--- config.mk ---
export PLATFORM = sky130hd
export DESIGN_NAME = line_segment_rasterizer_top
export DESIGN_NICKNAME = d
export VERILOG_FILES = /design/src/design/lsr_pkg.sv /design/src/design/lsr_datapath.sv /design/src/design/lsr_ctrl.sv /design/src/design/line_segment_rasterizer_top.sv
export SDC_FILE = /design/constraint.sdc
export NUM_CORES = 1
export LEC_CHECK = 0
export BUFFER_PORTS_ARGS = -buffer_cell sky130_fd_sc_hd__buf_4
export CORE_ASPECT_RATIO = 1.75
export CORE_UTILIZATION = 64
export CTS_BUF_LIST = sky130_fd_sc_hd__clkbuf_16
export CTS_CLUSTER_DIAMETER = 120
export DETAILED_ROUTE_END_ITERATION = 10
export GPL_TIMING_DRIVEN = 0
export PLACE_DENSITY = 0.82
export SKIP_LAST_GASP = 1
export SLEW_MARGIN = 30
export SYNTH_ARGS = -nofsm -noshare
export SYNTH_HDL_FRONTEND = slang
export SYNTH_SLANG_ARGS = --single-unit
export TNS_END_PERCENT = 1
--- constraint.sdc ---
create_clock -name aclk -period 9.1 [get_ports aclk]
set_input_delay 1.365 -clock aclk [delete_from_list [all_inputs] [get_ports aclk]]
set_output_delay 1.365 -clock aclk [all_outputs]
set_load 0.02 [all_outputs]
--- src/design/lsr_pkg.sv ---
// Shared types and constants for the line segment rasteriser.
// No dependencies; used by lsr_ctrl, lsr_datapath and line_segment_rasterizer_top.
package lsr_pkg;

    localparam int COORD_W   = 5;   // grid coordinate width
    localparam int DIV_STEPS = 6;   // divider cycles, two quotient bits each

    typedef struct packed {
        logic [COORD_W-1:0] start_x;
        logic [COORD_W-1:0] start_y;
        logic [COORD_W-1:0] end_x;
        logic [COORD_W-1:0] end_y;
    } in_item_t;

    typedef struct packed {
        logic [COORD_W-1:0] pixel_x;
        logic [COORD_W-1:0] pixel_y;
        logic               last_pixel;
    } out_item_t;

    // controller -> datapath
    typedef struct packed {
        logic load;         // capture segment, form line coefficients
        logic start_point;  // single-point segment
        logic start_sweep;  // open a sweep
        logic sweep_row;    // 0: column sweep, 1: row sweep
        logic i_inc;        // next column/row
        logic prep;         // form dividend and divisor
        logic div_step;     // two restoring division steps
        logic pend_load;    // candidate pixel into pending slot
        logic pend_clear;   // pending slot emptied
        logic out_load;     // pending pixel into output register
        logic out_last;     // last flag for that load
    } lsr_cmd_t;

    // datapath -> controller
    typedef struct packed {
        logic ca_zero;
        logic cb_zero;
        logic sweep_row;
        logic point;
        logic i_done;
        logic cand_ok;
        logic pend_valid;
        logic out_free;
    } lsr_status_t;

endpackage

--- src/design/lsr_datapath.sv ---
// Datapath of the line segment rasteriser: coefficients, sweep counter, divider,
// pending pixel and output register. Depends on lsr_pkg.
module lsr_datapath #(
    parameter int GRID_WIDTH  = 32,
    parameter int GRID_HEIGHT = 32
) (
    input  logic                 aclk,
    input  logic                 aresetn,
    input  lsr_pkg::in_item_t    s_item,
    input  lsr_pkg::lsr_cmd_t    cmd,
    output lsr_pkg::lsr_status_t status,
    output logic                 m_valid,
    input  logic                 m_ready,
    output lsr_pkg::out_item_t   m_item
);

    localparam int CW = lsr_pkg::COORD_W;
    localparam logic [11:0] GW = 12'(GRID_WIDTH);
    localparam logic [11:0] GH = 12'(GRID_HEIGHT);

    logic [CW-1:0]      ax_reg, ay_reg, bx_reg, by_reg;
    logic signed [5:0]  ca_reg, cb_reg;
    logic signed [11:0] cc_reg;
    logic               point_reg, row_reg;
    logic [CW-1:0]      i_reg, hi_reg;
    logic [11:0]        dq_reg, dq_next;
    logic [5:0]         rem_reg, rem_next;
    logic [5:0]         dvs_reg;
    logic               neg_reg;
    logic [CW-1:0]      pend_x_reg, pend_y_reg;
    logic               pend_valid_reg, pend_valid_next;
    logic               m_valid_reg, m_valid_next;
    lsr_pkg::out_item_t m_item_reg;

    // setup arithmetic
    logic [9:0]         prod_a, prod_b;
    // sweep bounds
    logic [CW-1:0]      lo_w, hi_w;
    // dividend formation
    logic signed [5:0]  coef_w, den_w;
    logic signed [11:0] term_w;
    logic signed [12:0] num_w;
    logic [11:0]        abs_num_w;
    logic [4:0]         abs_den_w;
    // candidate pixel
    logic               q_neg;
    logic [CW-1:0]      cand_x, cand_y;
    logic               cand_ok;
    logic               out_free;

    assign prod_a = 10'(s_item.start_x) * 10'(s_item.end_y);
    assign prod_b = 10'(s_item.start_y) * 10'(s_item.end_x);

    always_comb begin
        if (cmd.sweep_row) begin
            lo_w = (ay_reg < by_reg) ? ay_reg : by_reg;
            hi_w = (ay_reg < by_reg) ? by_reg : ay_reg;
        end else begin
            lo_w = (ax_reg < bx_reg) ? ax_reg : bx_reg;
            hi_w = (ax_reg < bx_reg) ? bx_reg : ax_reg;
        end
    end

    // column sweep: (C - A*x)/B, row sweep: (C - B*y)/A
    assign coef_w    = row_reg ? cb_reg : ca_reg;
    assign den_w     = row_reg ? ca_reg : cb_reg;
    assign term_w    = coef_w * $signed({1'b0, i_reg});
    assign num_w     = 13'(cc_reg) - 13'(term_w);
    assign abs_num_w = num_w[12] ? 12'(-num_w) : 12'(num_w);
    assign abs_den_w = den_w[5] ? 5'(-den_w) : 5'(den_w);

    // two restoring steps per cycle
    always_comb begin
        logic [6:0]  t;
        logic [5:0]  r;
        logic [11:0] d;
        r = rem_reg;
        d = dq_reg;
        for (int k = 0; k < 2; k++) begin
            t = {r, d[11]};
            d = {d[10:0], 1'b0};
            if (t >= {1'b0, dvs_reg}) begin
                t    = t - {1'b0, dvs_reg};
                d[0] = 1'b1;
            end
            r = t[5:0];
        end
        rem_next = r;
        dq_next  = d;
    end

    assign q_neg = neg_reg && (dq_reg != 12'd0);

    always_comb begin
        if (point_reg) begin
            cand_x  = ax_reg;
            cand_y  = ay_reg;
            cand_ok = (12'(ax_reg) < GW) && (12'(ay_reg) < GH);
        end else if (row_reg) begin
            cand_x  = dq_reg[CW-1:0];
            cand_y  = i_reg;
            cand_ok = !q_neg && (dq_reg < GW) && (12'(i_reg) < GH);
        end else begin
            cand_x  = i_reg;
            cand_y  = dq_reg[CW-1:0];
            cand_ok = !q_neg && (12'(i_reg) < GW) && (dq_reg < GH);
        end
    end

    assign out_free = !m_valid_reg || m_ready;

    always_comb begin
        pend_valid_next = pend_valid_reg;
        if (cmd.pend_load) begin
            pend_valid_next = 1'b1;
        end else if (cmd.pend_clear) begin
            pend_valid_next = 1'b0;
        end
        m_valid_next = m_valid_reg;
        if (cmd.out_load) begin
            m_valid_next = 1'b1;
        end else if (m_ready) begin
            m_valid_next = 1'b0;
        end
    end

    always_ff @(posedge aclk) begin
        if (!aresetn) begin
            pend_valid_reg <= 1'b0;
            m_valid_reg    <= 1'b0;
        end else begin
            pend_valid_reg <= pend_valid_next;
            m_valid_reg    <= m_valid_next;
        end
    end

    always_ff @(posedge aclk) begin
        if (cmd.load) begin
            ax_reg <= s_item.start_x;
            ay_reg <= s_item.start_y;
            bx_reg <= s_item.end_x;
            by_reg <= s_item.end_y;
            ca_reg <= $signed({1'b0, s_item.end_y}) - $signed({1'b0, s_item.start_y});
            cb_reg <= $signed({1'b0, s_item.start_x}) - $signed({1'b0, s_item.end_x});
            cc_reg <= $signed({2'b00, prod_a}) - $signed({2'b00, prod_b});
        end
        if (cmd.start_point) begin
            point_reg <= 1'b1;
        end else if (cmd.start_sweep) begin
            point_reg <= 1'b0;
        end
        if (cmd.start_sweep) begin
            row_reg <= cmd.sweep_row;
            i_reg   <= lo_w;
            hi_reg  <= hi_w;
        end else if (cmd.i_inc) begin
            i_reg <= i_reg + 1'b1;
        end
        if (cmd.prep) begin
            // |num| never exceeds 31*31, so doubling fits in 12 bits
            dq_reg  <= 12'({abs_num_w, 1'b0}) + 12'(abs_den_w);
            rem_reg <= '0;
            dvs_reg <= {abs_den_w, 1'b0};
            neg_reg <= num_w[12] ^ den_w[5];
        end else if (cmd.div_step) begin
            dq_reg  <= dq_next;
            rem_reg <= rem_next;
        end
        if (cmd.pend_load) begin
            pend_x_reg <= cand_x;
            pend_y_reg <= cand_y;
        end
        if (cmd.out_load) begin
            m_item_reg.pixel_x    <= pend_x_reg;
            m_item_reg.pixel_y    <= pend_y_reg;
            m_item_reg.last_pixel <= cmd.out_last;
        end
    end

    assign status.ca_zero    = (ca_reg == 6'sd0);
    assign status.cb_zero    = (cb_reg == 6'sd0);
    assign status.sweep_row  = row_reg;
    assign status.point      = point_reg;
    assign status.i_done     = (i_reg == hi_reg);
    assign status.cand_ok    = cand_ok;
    assign status.pend_valid = pend_valid_reg;
    assign status.out_free   = out_free;

    assign m_valid = m_valid_reg;
    assign m_item  = m_item_reg;

endmodule

--- src/design/lsr_ctrl.sv ---
// Controller state machine of the line segment rasteriser.
// Depends on lsr_pkg; drives lsr_datapath through command and status structs.
module lsr_ctrl (
    input  logic                 aclk,
    input  logic                 aresetn,
    input  logic                 s_valid,
    output logic                 s_ready,
    input  lsr_pkg::lsr_status_t status,
    output lsr_pkg::lsr_cmd_t    cmd
);

    localparam logic [2:0] ST_IDLE  = 3'd0;
    localparam logic [2:0] ST_SETUP = 3'd1;
    localparam logic [2:0] ST_PREP  = 3'd2;
    localparam logic [2:0] ST_DIV   = 3'd3;
    localparam logic [2:0] ST_CHECK = 3'd4;
    localparam logic [2:0] ST_FLUSH = 3'd5;

    localparam int CNT_W = $clog2(lsr_pkg::DIV_STEPS);
    localparam logic [CNT_W-1:0] CNT_LAST = CNT_W'(lsr_pkg::DIV_STEPS - 1);

    logic [2:0]       state_reg, state_next;
    logic [CNT_W-1:0] cnt_reg, cnt_next;
    logic             stall;

    assign s_ready = (state_reg == ST_IDLE);
    // a fresh pixel must wait while the pending one cannot leave
    assign stall   = status.cand_ok && status.pend_valid && !status.out_free;

    always_comb begin
        state_next = state_reg;
        cnt_next   = cnt_reg;
        cmd        = '0;
        unique case (state_reg)
            ST_IDLE: begin
                if (s_valid) begin
                    cmd.load   = 1'b1;
                    state_next = ST_SETUP;
                end
            end
            ST_SETUP: begin
                if (status.ca_zero && status.cb_zero) begin
                    cmd.start_point = 1'b1;
                    state_next      = ST_CHECK;
                end else begin
                    cmd.start_sweep = 1'b1;
                    cmd.sweep_row   = status.cb_zero;
                    state_next      = ST_PREP;
                end
            end
            ST_PREP: begin
                cmd.prep   = 1'b1;
                cnt_next   = '0;
                state_next = ST_DIV;
            end
            ST_DIV: begin
                cmd.div_step = 1'b1;
                cnt_next     = cnt_reg + 1'b1;
                if (cnt_reg == CNT_LAST) begin
                    state_next = ST_CHECK;
                end
            end
            ST_CHECK: begin
                if (!stall) begin
                    if (status.cand_ok) begin
                        cmd.pend_load = 1'b1;
                        cmd.out_load  = status.pend_valid;
                    end
                    priority if (status.point) begin
                        state_next = ST_FLUSH;
                    end else if (!status.i_done) begin
                        cmd.i_inc  = 1'b1;
                        state_next = ST_PREP;
                    end else if (!status.sweep_row && !status.ca_zero) begin
                        cmd.start_sweep = 1'b1;
                        cmd.sweep_row   = 1'b1;
                        state_next      = ST_PREP;
                    end else begin
                        state_next = ST_FLUSH;
                    end
                end
            end
            ST_FLUSH: begin
                if (!status.pend_valid) begin
                    state_next = ST_IDLE;
                end else if (status.out_free) begin
                    cmd.out_load   = 1'b1;
                    cmd.out_last   = 1'b1;
                    cmd.pend_clear = 1'b1;
                    state_next     = ST_IDLE;
                end
            end
            default: begin
                state_next = ST_IDLE;
            end
        endcase
    end

    always_ff @(posedge aclk) begin
        if (!aresetn) begin
            state_reg <= ST_IDLE;
            cnt_reg   <= '0;
        end else begin
            state_reg <= state_next;
            cnt_reg   <= cnt_next;
        end
    end

endmodule

--- src/design/line_segment_rasterizer_top.sv ---
// Top level of the line segment rasteriser: controller plus datapath.
// Depends on lsr_pkg, lsr_ctrl and lsr_datapath.
//
// Use: one s_ transaction carries a segment (two endpoints). The block forms
// the line A*x + B*y = C, sweeps every column between the endpoints and then
// every row, and returns one m_ transaction per pixel, rounded half away from
// zero; last_pixel marks the final pixel of the segment. A sweep with a zero
// divisor is skipped; a single-point segment gives its one pixel; pixels off
// the GRID_WIDTH x GRID_HEIGHT grid are dropped, so a segment may give none.
// Each swept pixel passes through dividend set-up, a two-bit-per-cycle
// restoring divider and a check; a segment sweeps at most 64 pixels. One
// pixel is held back so that the last flag is known before it leaves.
// s_ready is high only between segments; the final pixel may still sit in
// the output register while the next segment is taken.
// A stalled receiver (m_ready low) holds the output register and freezes the
// sweep at its check cycle; nothing is dropped.
// Reset (aresetn low at a clock edge) returns to idle and empties the output
// register and the pending slot.
module line_segment_rasterizer_top #(
    parameter int GRID_WIDTH  = 32,
    parameter int GRID_HEIGHT = 32
) (
    input  logic               aclk,
    input  logic               aresetn,
    input  logic               s_valid,
    output logic               s_ready,
    input  lsr_pkg::in_item_t  s_item,
    output logic               m_valid,
    input  logic               m_ready,
    output lsr_pkg::out_item_t m_item
);

    lsr_pkg::lsr_cmd_t    cmd;
    lsr_pkg::lsr_status_t status;

    // sequencing: one segment at a time
    lsr_ctrl u_ctrl (
        .aclk    (aclk),
        .aresetn (aresetn),
        .s_valid (s_valid),
        .s_ready (s_ready),
        .status  (status),
        .cmd     (cmd)
    );

    // arithmetic, divider and output register
    lsr_datapath #(
        .GRID_WIDTH  (GRID_WIDTH),
        .GRID_HEIGHT (GRID_HEIGHT)
    ) u_datapath (
        .aclk    (aclk),
        .aresetn (aresetn),
        .s_item  (s_item),
        .cmd     (cmd),
        .status  (status),
        .m_valid (m_valid),
        .m_ready (m_ready),
        .m_item  (m_item)
    );

endmodule
; ---- Word-level counts from Yosys, hierarchy flattened
; Cells that the tools add are included.
[word_totals]
ff_bits = 108
input_bits = 24
out_inout_bits = 13
wordCells = 139
[op_classes]
addsub = 11
multipliers = 3
magnitude_cmp = 5
eq_ne = 11
mux = 61
bitwise = 1
reduce_logical = 23
[op_table]
columns = op, count
row1 = $mux 5, 13
row2 = $mux 3, 13
row3 = $mux 12, 2
row4 = $mux 6, 4
row5 = $mux 1, 21
row6 = $mul 5x5->10, 2
row7 = $pmux 3 s6, 1
row8 = $ge 7x6->1, 2
row9 = $sub 11x12->13, 1
row10 = $add 12x5->12, 1
row11 = $logic_not 6->1, 2
row12 = $lt 12x6->1 const B, 1
row13 = $mul 6x6->12, 1
row14 = $reduce_bool 12->1, 1
row15 = $sub 5x5->6, 2
row16 = $sub 6x6->6, 2
row17 = $mux 11, 1
row18 = $neg 11->11, 1
row19 = $sub 10x10->11, 1
row20 = $lt 5x5->1, 2
row21 = $reduce_bool 2->1, 5
row22 = $eq 3x3->1 const B, 3
row23 = $eq 3x2->1 const B, 2
row24 = $logic_and 1x1->1, 6
row25 = other kinds (18), 25

; ---- Depth between registers and ports, before layout
; Gate-level depths: netlist of run 1.
[depth]
word_depth = 11
depth_mapped = 29
depth_no_buf = 27

; ---- Hierarchy
; A second synthesis of run 1 with hierarchy kept.
[unflattened]
hier_cells = 1007
area_unflattened_um2 = 10085.9
[modules_own_cells]
columns = mod, n_inst, cells_per_inst, area_per_inst_um2, seq_area_each_um2
row1 = lsr_datapath, 1, 934, 9550.4, 2972.9
row2 = lsr_ctrl, 1, 73, 535.5, 120.1

; ---- Least setup slack after synthesis of run 1
; No wires, ideal clock.
[synth_timing]
path_kind = flip-flop to flip-flop
from = register u_datapath.row_reg
to = register u_datapath.dq_reg[8] (data pin)
setup_time_ps = 272
t_arrival_ps = 6335
t_required_ps = 8828
path_slack_ps = 2493
stages_incl_launch_ff = 29
path_buffers = 2
synth_period_minus_slack_ps = 6607
path_cell_list = edfxtp_1 -> clkbuf_1 -> clkbuf_1 -> mux2_2 -> and2_1 -> fa_1 -> fa_1 -> inv_1 -> fa_1 -> inv_1 -> fa_1 -> inv_1 -> ha_1 -> o21ai_1 -> a211oi_1 -> o21ai_1 -> a31oi_4 -> xor2_2 -> nand2_1 -> o21a_1 -> ha_1 -> a21o_1 -> a21o_1 -> a21oi_1 -> nor2_1 -> a31oi_1 -> o21ai_0 -> o311ai_0 -> a22oi_1
[synth_between]
elab_chain_cells = 7
word_cells_on_any_way = 10
classes_between = 4 x add/sub / 1 x mul / 5 x mux
[synth_lines]
columns = element, line_no
row1 = "start, declared", lsr_datapath.sv:24  ; logic point_reg, row_reg;
row2 = "start signal, assigned", lsr_datapath.sv:153  ; row_reg <= cmd.sweep_row;
row3 = $mux 6, lsr_datapath.sv:65  ; assign coef_w = row_reg ? cb_reg : ca_reg;
row4 = $mul 6x6->12, lsr_datapath.sv:67  ; assign term_w = coef_w * $signed({1'b0, i_reg});
row5 = $sub 11x12->13, lsr_datapath.sv:68  ; assign num_w = 13'(cc_reg) - 13'(term_w);
row6 = $neg 11->11, lsr_datapath.sv:69  ; assign abs_num_w = num_w[12] ? 12'(-num_w) : 12'(num_w);
row7 = $mux 11, lsr_datapath.sv:69
row8 = $add 12x5->12 *, lsr_datapath.sv:161  ; dq_reg <= 12'({abs_num_w, 1'b0}) + 12'(abs_den_w);
row9 = $mux 12 *, lsr_datapath.sv:159  ; if (cmd.prep) begin
row10 = "end signal, assigned", lsr_datapath.sv:161
row11 = "end signal, assigned", lsr_datapath.sv:166  ; dq_reg <= dq_next;
row12 = "end, declared", lsr_datapath.sv:26  ; logic [11:0] dq_reg, dq_next;
; Every way passes the cells marked *; elsewhere a longest branch is shown, timed or not.
; A chain may end at the register's enable or synchronous reset.

; ---- Worst setup path after layout of run 1
[layout_timing]
from = register u_datapath.row_reg
to = register u_datapath.dq_reg[6] (data pin)
; The elaborated chain is that of the path after synthesis.

==> impl_metrics.ini, run 1 <==
[routing]
drt_iter0_drc = 262
drt-vias-per-instance = 5.801
routed_wl_um = 20760
detailroute.via_count = 7158
drc = 0
drt_pass1_iterations = 5
final_antenna_violating_net_count = 0
wl_per_cell_um = 16.82

[die]
die_width_um = 95.80
chipHeight_um = 166.2
initial_utilization_pct = 65.76
rows = 59
core_region_area_sq_mm = 0.01499
die_area_sq_mm = 0.01592
boundary_pin_count = 37

[sta]
finalSetupViolations = 0
max-slew-margin-rel_pct = 40.70
fin_skew_ns = 0.009594
unrepaired_setup_endpoints_after_global_routing = false
worst-slew-pin-transition_ns = 0.8877
finalHoldViolCount = 0
maxClockFrequency_ghz = 0.1287
slew_violations = 0
tns_ns = 0
final_period_minus_worst_setup_slack_ns = 7.769
post-route-period-util_pct = 85.37

[yosys]
async_flop_share_pct = 0
synth_area_sq_mm = 0.009854
number_of_nets_in_the_synthesized_netlist = 1184
synth-edff-count = 93
yosysSeqAreaShare_pct = 31.39
synth_flop_cell = edfxtp_1
synthesis.instances = 998
ys_types = 77
yosys_warnings = 0
syn_avg_cell_area_sq_um = 9.874
ys_seq_elements = 108

[worst_setup_path]
cp_data_arrival_time_ns = 7.85
launch_point_of_the_worst_path = u_datapath.row_reg$_DFFE_PP_
timing.reg2reg.worst_path_depth = 28
worst_path_largest_cell_delay_ns = 0.58
reg2reg_to = u_datapath.dq_reg[6]$_DFFE_PP_
critical_path_peak_fanout = 10
reg2reg_setup_slack_ns = 1.33
cp_endpoint = u_datapath.dq_reg[6]$_DFFE_PP_
critical-path-top-cell-by-count = fa_1
r2r_start = u_datapath.row_reg$_DFFE_PP_
worst_setup_path_end_kind = register
worst_ep_required_time_ns = 9.18
worst_path_max_delay_cell = mux2i_1
type_of_the_worst_setup_path = register to register
worst_setup_path_start_kind = register

[outcome]
status = completed

[global_route]
grt_max_degree = 23
global_route_wire_length_before_repair_um = 33950
overall_track_demand_over_capacity_in_global_routing_pct = 28.16
global_route.overflow_total = 0
antenna_found_initial = 0
grt_pass1_vias = 7435

[clock_network]
htree_levels = 3
cts_setup_buffers = 0
ctsHoldBuffers = 0
cts_tree = done
worst_skew_pair.late_latency_ns = 0.36
cts.root.buffer_cell = clkbuf_16
cts_made_buffers = 9
cts.reportedPaths.clkPinSlew_ns = 0.07
cts.sink_count = 108
post_cts.resized_instances = 0
cts.path.max_buffers = 2

[finish]
post_route_cells_drive_above_1_share_pct = 8.849
mostFrequentLayoutCells = inv_1, nand2_1, ha_1
largest_register_ff_count = 12
antenna-diode-count = 0
area_growth_pct = 8.291
final_core_utilization_pct = 71.21
final_common_cell = inv_1
nNetsFinal = 1232

[placed_design]
gp_congestion = 0.8939
port_buffers = 36
place.detailed.hpwl_um = 17090

[flow_run]
cap_viol_max_count = 0

[worst_hold_path]
hold_class = register to register
## metal layers
metal  GRT usage [%]  vias up  routed length [um]
met1           27.27     3453                7258
li1                -     3477                   -
met5               0        -                   0
met3           4.396       78                 456
met2           52.73      150               11700
met4           17.85        0                1343
## critical path, delay by kind of cell, from the launching register on
family          cells  cell delay, ns
buf+inv             5            0.87
xor+xnor            2            0.59
compound gates     11            2.07
fa+ha+maj           6            2.63
flops               1            0.33
mux                 1            0.58
simple gates        3            0.38
## kinds of logic after synthesis
kind of cell               synth area share [%]
DFF                                       31.39
adders and majority gates                 25.60
muxes                                     5.434
AOI/OAI and AO/OA                         11.49
and+or+nand+nor                           13.85
xor gates and xnor gates                  5.142
buffers and inverters                     7.098
## synth_stat cells, types with 3 or more instances
cell	number	share of area (%)
clkbuf_1	23	0.88
and2_1	21	1.3
dfxtp_1	15	3.0
a21o_1	17	1.3
a21boi_0	3	0.23
a31oi_1	5	0.32
o21ai_0	37	1.9
a211oi_1	7	0.53
o21bai_1	9	0.69
nor3_1	9	0.46
nand4_1	4	0.25
o21a_1	3	0.23
mux2i_1	40	4.1
nand3_1	10	0.51
ha_1	96	12
fa_1	66	13
mux2_2	11	1.3
nor2b_1	32	2.0
and3_1	5	0.32
nand2_1	96	3.7
a21oi_1	47	2.4
inv_1	150	5.7
xor2_1	14	1.2
nor3b_1	3	0.23
o31ai_2	3	0.38
or3_1	3	0.19
o31ai_1	3	0.23
nand2b_1	17	1.1
xnor2_1	42	3.7
nor2_1	47	1.8
a31o_2	5	0.44
edfxtp_1	93	28
## per-stage QoR
stage                     hold WS, ns  cells  worst slack (ns)  cell area (sq um)
after CTS                      0.4215   1234             1.406              10670
after global placement         0.4002   1217             1.629              10350
after floorplan                0.4003    998             2.493               9854
final                          0.4216   1234             1.331              10670
after global routing           0.4267   1234            0.9445              10670
after detailed placement       0.4045   1218             1.429              10380
## layout make-up
| cell class | instances | area [sq um] |
|---|---|---|
| tap | 183 | 229.0 |
| clock buffer | 9 | 225.2 |
| fill | 1118 | 4314 |
| timing repair buffer | 37 | 297.8 |
| multi-input combinational | 711 | 6067 |
| buffer | 28 | 132.6 |
| clock inverter | 7 | 60.06 |
| sequential | 108 | 3093 |
| inverter | 151 | 566.8 |
## worst min-delay path by stage
| stage | from | to | slack, ns | cells past startpoint |
|---|---|---|---|---|
| 5_1_grt | u_datapath.pend_y_reg[3]$_DFFE_PP_ | u_datapath.m_item[4]$_DFFE_PP_ | 0.43 | 0 |
| 6_report | u_datapath.pend_y_reg[3]$_DFFE_PP_ | u_datapath.m_item[4]$_DFFE_PP_ | 0.42 | 0 |
| 4_1_cts | u_datapath.pend_y_reg[3]$_DFFE_PP_ | u_datapath.m_item[4]$_DFFE_PP_ | 0.42 | 0 |
| 3_3_place_gp | u_datapath.pend_y_reg[4]$_DFFE_PP_ | u_datapath.m_item[5]$_DFFE_PP_ | 0.40 | 0 |
| 2_1_floorplan | u_datapath.pend_x_reg[4]$_DFFE_PP_ | u_datapath.m_item[10]$_DFFE_PP_ | 0.40 | 0 |
| 3_5_place_dp | u_datapath.pend_y_reg[3]$_DFFE_PP_ | u_datapath.m_item[4]$_DFFE_PP_ | 0.40 | 0 |
Power of run 1 is left out: the tool's default activity adds up to more than one toggle a clock period on the data nets, which glitch-free logic cannot reach.
==> inputs of run 2 (changes only) <==
--- a/config.mk
+++ b/config.mk
@@ -7,12 +7,11 @@
 export LEC_CHECK = 0
 export BUFFER_PORTS_ARGS = -buffer_cell sky130_fd_sc_hd__buf_4
 export CORE_ASPECT_RATIO = 1.75
-export CORE_UTILIZATION = 64
+export CORE_UTILIZATION = 48
 export CTS_BUF_LIST = sky130_fd_sc_hd__clkbuf_16
 export CTS_CLUSTER_DIAMETER = 120
 export DETAILED_ROUTE_END_ITERATION = 10
 export GPL_TIMING_DRIVEN = 0
-export PLACE_DENSITY = 0.82
 export SKIP_LAST_GASP = 1
 export SLEW_MARGIN = 30
 export SYNTH_ARGS = -nofsm -noshare
==> impl_metrics.ini, run 2 (same netlist as run 1, synthesis figures left out) <==
[worst_setup_path]
worst_setup_path_end_kind = register
critical-path-top-cell-by-count = fa_1
critical_path_peak_fanout = 10
launch_point_of_the_worst_path = u_datapath.row_reg$_DFFE_PP_
cp_data_arrival_time_ns = 7.81
type_of_the_worst_setup_path = register to register
r2r_start = u_datapath.row_reg$_DFFE_PP_
worst_path_largest_cell_delay_ns = 0.56
worst_setup_path_start_kind = register
worst_path_max_delay_cell = mux2i_1
worst_ep_required_time_ns = 9.19

[clock_network]
cts_tree = done
htree_levels = 3
post_cts.resized_instances = 0
cts_made_buffers = 9
ctsHoldBuffers = 0
cts.reportedPaths.clkPinSlew_ns = 0.08
cts.sink_count = 108
cts.path.max_buffers = 2
cts.root.buffer_cell = clkbuf_16
worst_skew_pair.late_latency_ns = 0.37
cts_setup_buffers = 0

[routing]
drt_pass1_iterations = 5
drt-vias-per-instance = 5.346
detailroute.via_count = 6945
drt_iter0_drc = 242
routed_wl_um = 21630
final_antenna_violating_net_count = 0
drc = 0
wl_per_cell_um = 16.65

[worst_hold_path]
hold_class = register to register
worst_hold_startpoint = u_datapath.pend_y_reg[4]$_DFFE_PP_

[die]
die_width_um = 110.3
rows = 69
core_region_area_sq_mm = 0.02020
boundary_pin_count = 37
initial_utilization_pct = 48.78
chipHeight_um = 191.5
die_area_sq_mm = 0.02113

[placed_design]
dpl-instance-area_sq_mm = 0.01046
gp_congestion = 0.8660
port_buffers = 36
placedCellCount = 1283
place.detailed.hpwl_um = 18210

[sta]
slew_violations = 0
max-slew-margin-rel_pct = 46.45
post-route-period-util_pct = 84.90
fin_skew_ns = 0.01324
maxClockFrequency_ghz = 0.1294
final_period_minus_worst_setup_slack_ns = 7.726
tns_ns = 0
unrepaired_setup_endpoints_after_global_routing = false
finalSetupViolations = 0
worst-slew-pin-transition_ns = 0.8033
finalHoldViolCount = 0

[finish]
area_growth_pct = 9.497
nNetsFinal = 1232
finalInstanceArea_sq_mm = 0.01079
seq_area_sq_mm = 0.003093
fin_cells = 1299
largest_register_ff_count = 12
fillCellCount = 1934
final_common_cell = inv_1
final_core_utilization_pct = 53.41
multi_input_area_sq_mm = 0.006070
post_route_cells_drive_above_1_share_pct = 9.039
antenna-diode-count = 0
mostFrequentLayoutCells = inv_1, nand2_1, ha_1

[global_route]
grt_max_degree = 30
overall_track_demand_over_capacity_in_global_routing_pct = 22.19
antenna_found_initial = 0
global_route_wire_length_before_repair_um = 35070
grt_pass1_vias = 7131
global_route.overflow_total = 0

[outcome]
status = completed

[flow_run]
cap_viol_max_count = 0
## run 2: changes by cell type in the layout (fill, tap and decap cells not counted), sizes merged
cell / before / now
clkinvlp: 1 / 0
bufinv: 0 / 1
inv: 154 / 152
clkinv: 3 / 5
## run 2: worst paths after layout
kind	end	slack, ns	cells past startpoint
setup / recovery	u_datapath.dq_reg[8]$_DFFE_PP_	1.37	28
setup reg to reg	u_datapath.dq_reg[8]$_DFFE_PP_	1.37	28
hold reg to reg	u_datapath.m_item[5]$_DFFE_PP_	0.42	0
hold / removal	u_datapath.m_item[5]$_DFFE_PP_	0.42	0
## run 2: cell type report
| cell class | instances | area share [%] |
|---|---|---|
| multi-input combinational | 711 | 56.25 |
| sequential | 108 | 28.66 |
| inverter | 151 | 5.253 |
| tap | 248 | 2.876 |
| timing repair buffer | 37 | 2.690 |
| clock buffer | 9 | 2.087 |
| buffer | 28 | 1.229 |
| clock inverter | 7 | 0.9508 |
## run 2: per-stage QoR
| step | hold WS, ns | worst slack [ns] |
|---|---|---|
| final | 0.4202 | 1.374 |
| after global routing | 0.4326 | 0.6997 |
| after detailed placement | 0.4045 | 1.426 |
| after floorplan | 0.4003 | 2.493 |
| after CTS | 0.4190 | 1.386 |
| after global placement | 0.4007 | 1.470 |
## run 2: metal layers
metal  track usage [%]  wire length [um]  up-vias
met1             21.90              7855     3346
met5                 0                 0        -
met3             2.932               355       33
li1                  -                 -     3477
met4             7.338               569        0
met2             45.08             12850       89
## run 2: worst max-delay path: cells and delay by family, from the launching register on
family / cells / cell delay [ns]
muxes: 1 / 0.56
adders and majority gates: 6 / 2.60
and+or+nand+nor: 3 / 0.38
buffers and inverters: 5 / 0.86
xor gates and xnor gates: 1 / 0.48
DFF: 1 / 0.32
AOI/OAI and AO/OA: 12 / 2.22
Power of run 2 is left out for the same reason.
==> inputs of run 3 (changes only) <==
==> constraint.sdc (replaced) <==
create_clock -name aclk -period 7.7 [get_ports aclk]
set_input_delay 1.155 -clock aclk [delete_from_list [all_inputs] [get_ports aclk]]
set_output_delay 1.155 -clock aclk [all_outputs]
set_load 0.02 [all_outputs]
==> impl_metrics.ini, run 3 (same netlist as run 1, synthesis figures left out) <==
[clock_network]
worst_skew_pair.late_latency_ns = 0.37
cts.sink_count = 108
cts.reportedPaths.clkPinSlew_ns = 0.08
cts_tree = done
cts_made_buffers = 9
htree_levels = 3
cts.root.buffer_cell = clkbuf_16
cts.path.max_buffers = 2
ctsHoldBuffers = 0

[routing]
drt_iter0_drc = 252
wl_met1_um = 7840
met3_length_um = 353
highest_layer = met4
drc = 0
drt_pass1_iterations = 4
wl_met2_um = 12790
wl_per_cell_um = 16.71
routed_wl_um = 21720
final_antenna_violating_net_count = 0
drt-vias-per-instance = 5.368
detailroute.via_count = 6979

[die]
rows = 69
chipHeight_um = 191.5
boundary_pin_count = 37
die_width_um = 110.3
core_region_area_sq_mm = 0.02020
initial_utilization_pct = 48.78
die_area_sq_mm = 0.02113

[placed_design]
place.detailed.hpwl_um = 18210
placedCellCount = 1283
dpl_worst_slack_ns = 0.02599
gp_congestion = 0.8660
port_buffers = 36
dpl-instance-area_sq_mm = 0.01046

[finish]
antenna-diode-count = 0
fin_cells = 1300
final_common_cell = inv_1
mostFrequentLayoutCells = inv_1, nand2_1, ha_1
finalInstanceArea_sq_mm = 0.01085
seq_area_sq_mm = 0.003093
nNetsFinal = 1233
largest_register_ff_count = 12
post_route_cells_drive_above_1_share_pct = 9.601
fillCellCount = 1925
area_growth_pct = 10.07
multi_input_area_sq_mm = 0.006115

[worst_setup_path]
launch_point_of_the_worst_path = u_datapath.row_reg$_DFFE_PP_
worst_ep_required_time_ns = 7.80
worst_setup_path_end_kind = register
cp_data_arrival_time_ns = 7.19
type_of_the_worst_setup_path = register to register
critical_path_peak_fanout = 10
worst_setup_path_start_kind = register
r2r_start = u_datapath.row_reg$_DFFE_PP_

[sta]
final_period_minus_worst_setup_slack_ns = 7.088
post-route-period-util_pct = 92.05
fin_ws_ns = 0.6118
slew_violations = 0
tns_ns = 0
unrepaired_setup_endpoints_after_global_routing = false
worst-slew-pin-transition_ns = 0.8026
finalSetupViolations = 0
fin_skew_ns = 0.01112
max-slew-margin-rel_pct = 46.49
maxClockFrequency_ghz = 0.1411
finalHoldViolCount = 0

[global_route]
grt_max_degree = 30
overall_track_demand_over_capacity_in_global_routing_pct = 22.20
global_route_wire_length_before_repair_um = 35110
grt_pass1_vias = 7142
global_route.overflow_total = 0
antenna_found_initial = 0

[flow_run]
cap_viol_max_count = 0

[outcome]
status = completed

[worst_hold_path]
hold_class = register to register
worst_hold_startpoint = u_datapath.pend_y_reg[4]$_DFFE_PP_
[run 3: final cells by class]
cell class	count	area share (%)
repair buffers	38	2.745
multi-input cells	711	56.37
clock buffers	9	2.076
clock inverters	7	0.9459
well taps	248	2.861
plain buffers	28	1.257
flip-flops and latches	108	28.52
inverters	151	5.225
[run 3: worst max-delay path, stage by stage, from the launching register on]
cell and delay (ns):
edfxtp_1 0.32, clkbuf_1 0.25, clkbuf_4 0.32, mux2_2 0.43, and2_1 0.19, fa_1 0.37, fa_1 0.49, inv_1 0.05
fa_1 0.47, inv_1 0.05, fa_1 0.52, inv_1 0.04, ha_1 0.40, o21ai_1 0.11, a211oi_1 0.23, o21ai_1 0.16
a31oi_4 0.24, xor2_4 0.34, o21a_1 0.20, inv_1 0.06, fa_1 0.42, nor2b_1 0.17, o21ai_0 0.09, nand2b_1 0.13
inv_1 0.07, a31o_2 0.24, nor4b_1 0.35, o31ai_1 0.10
[run 3: layer usage]
layer	GRT usage [%]	vias up
li1	-	3478
met1	21.95	3390
met2	44.39	78
met3	2.932	33
met4	8.806	0
met5	0	-
[run 3: timing repair]
item | CTS | global route
pin swaps | 0 | 0
setup buffers | 0 | 1
endpoints found under the setup margin | 1 | 7
resized for setup | 2 | 10
[run 3: path summary, 6_finish.rpt]
path | endpoint | slack [ns] | depth (start not counted)
worst max-delay path | u_datapath.dq_reg[11]$_DFFE_PP_ | 0.61 | 27
worst min-delay path | u_datapath.m_item[5]$_DFFE_PP_ | 0.42 | 0
worst max register to register | u_datapath.dq_reg[11]$_DFFE_PP_ | 0.61 | 27
worst min register to register | u_datapath.m_item[5]$_DFFE_PP_ | 0.42 | 0
[run 3: per-stage QoR]
step                util (%)  hold WS [ns]
floorplan                  -        0.4003
global placement       51.65        0.4007
detailed placement     51.76        0.4045
CTS                    53.42        0.4190
global route           53.69        0.4326
finish                 53.69        0.4202
Power of run 3 is left out for the same reason.
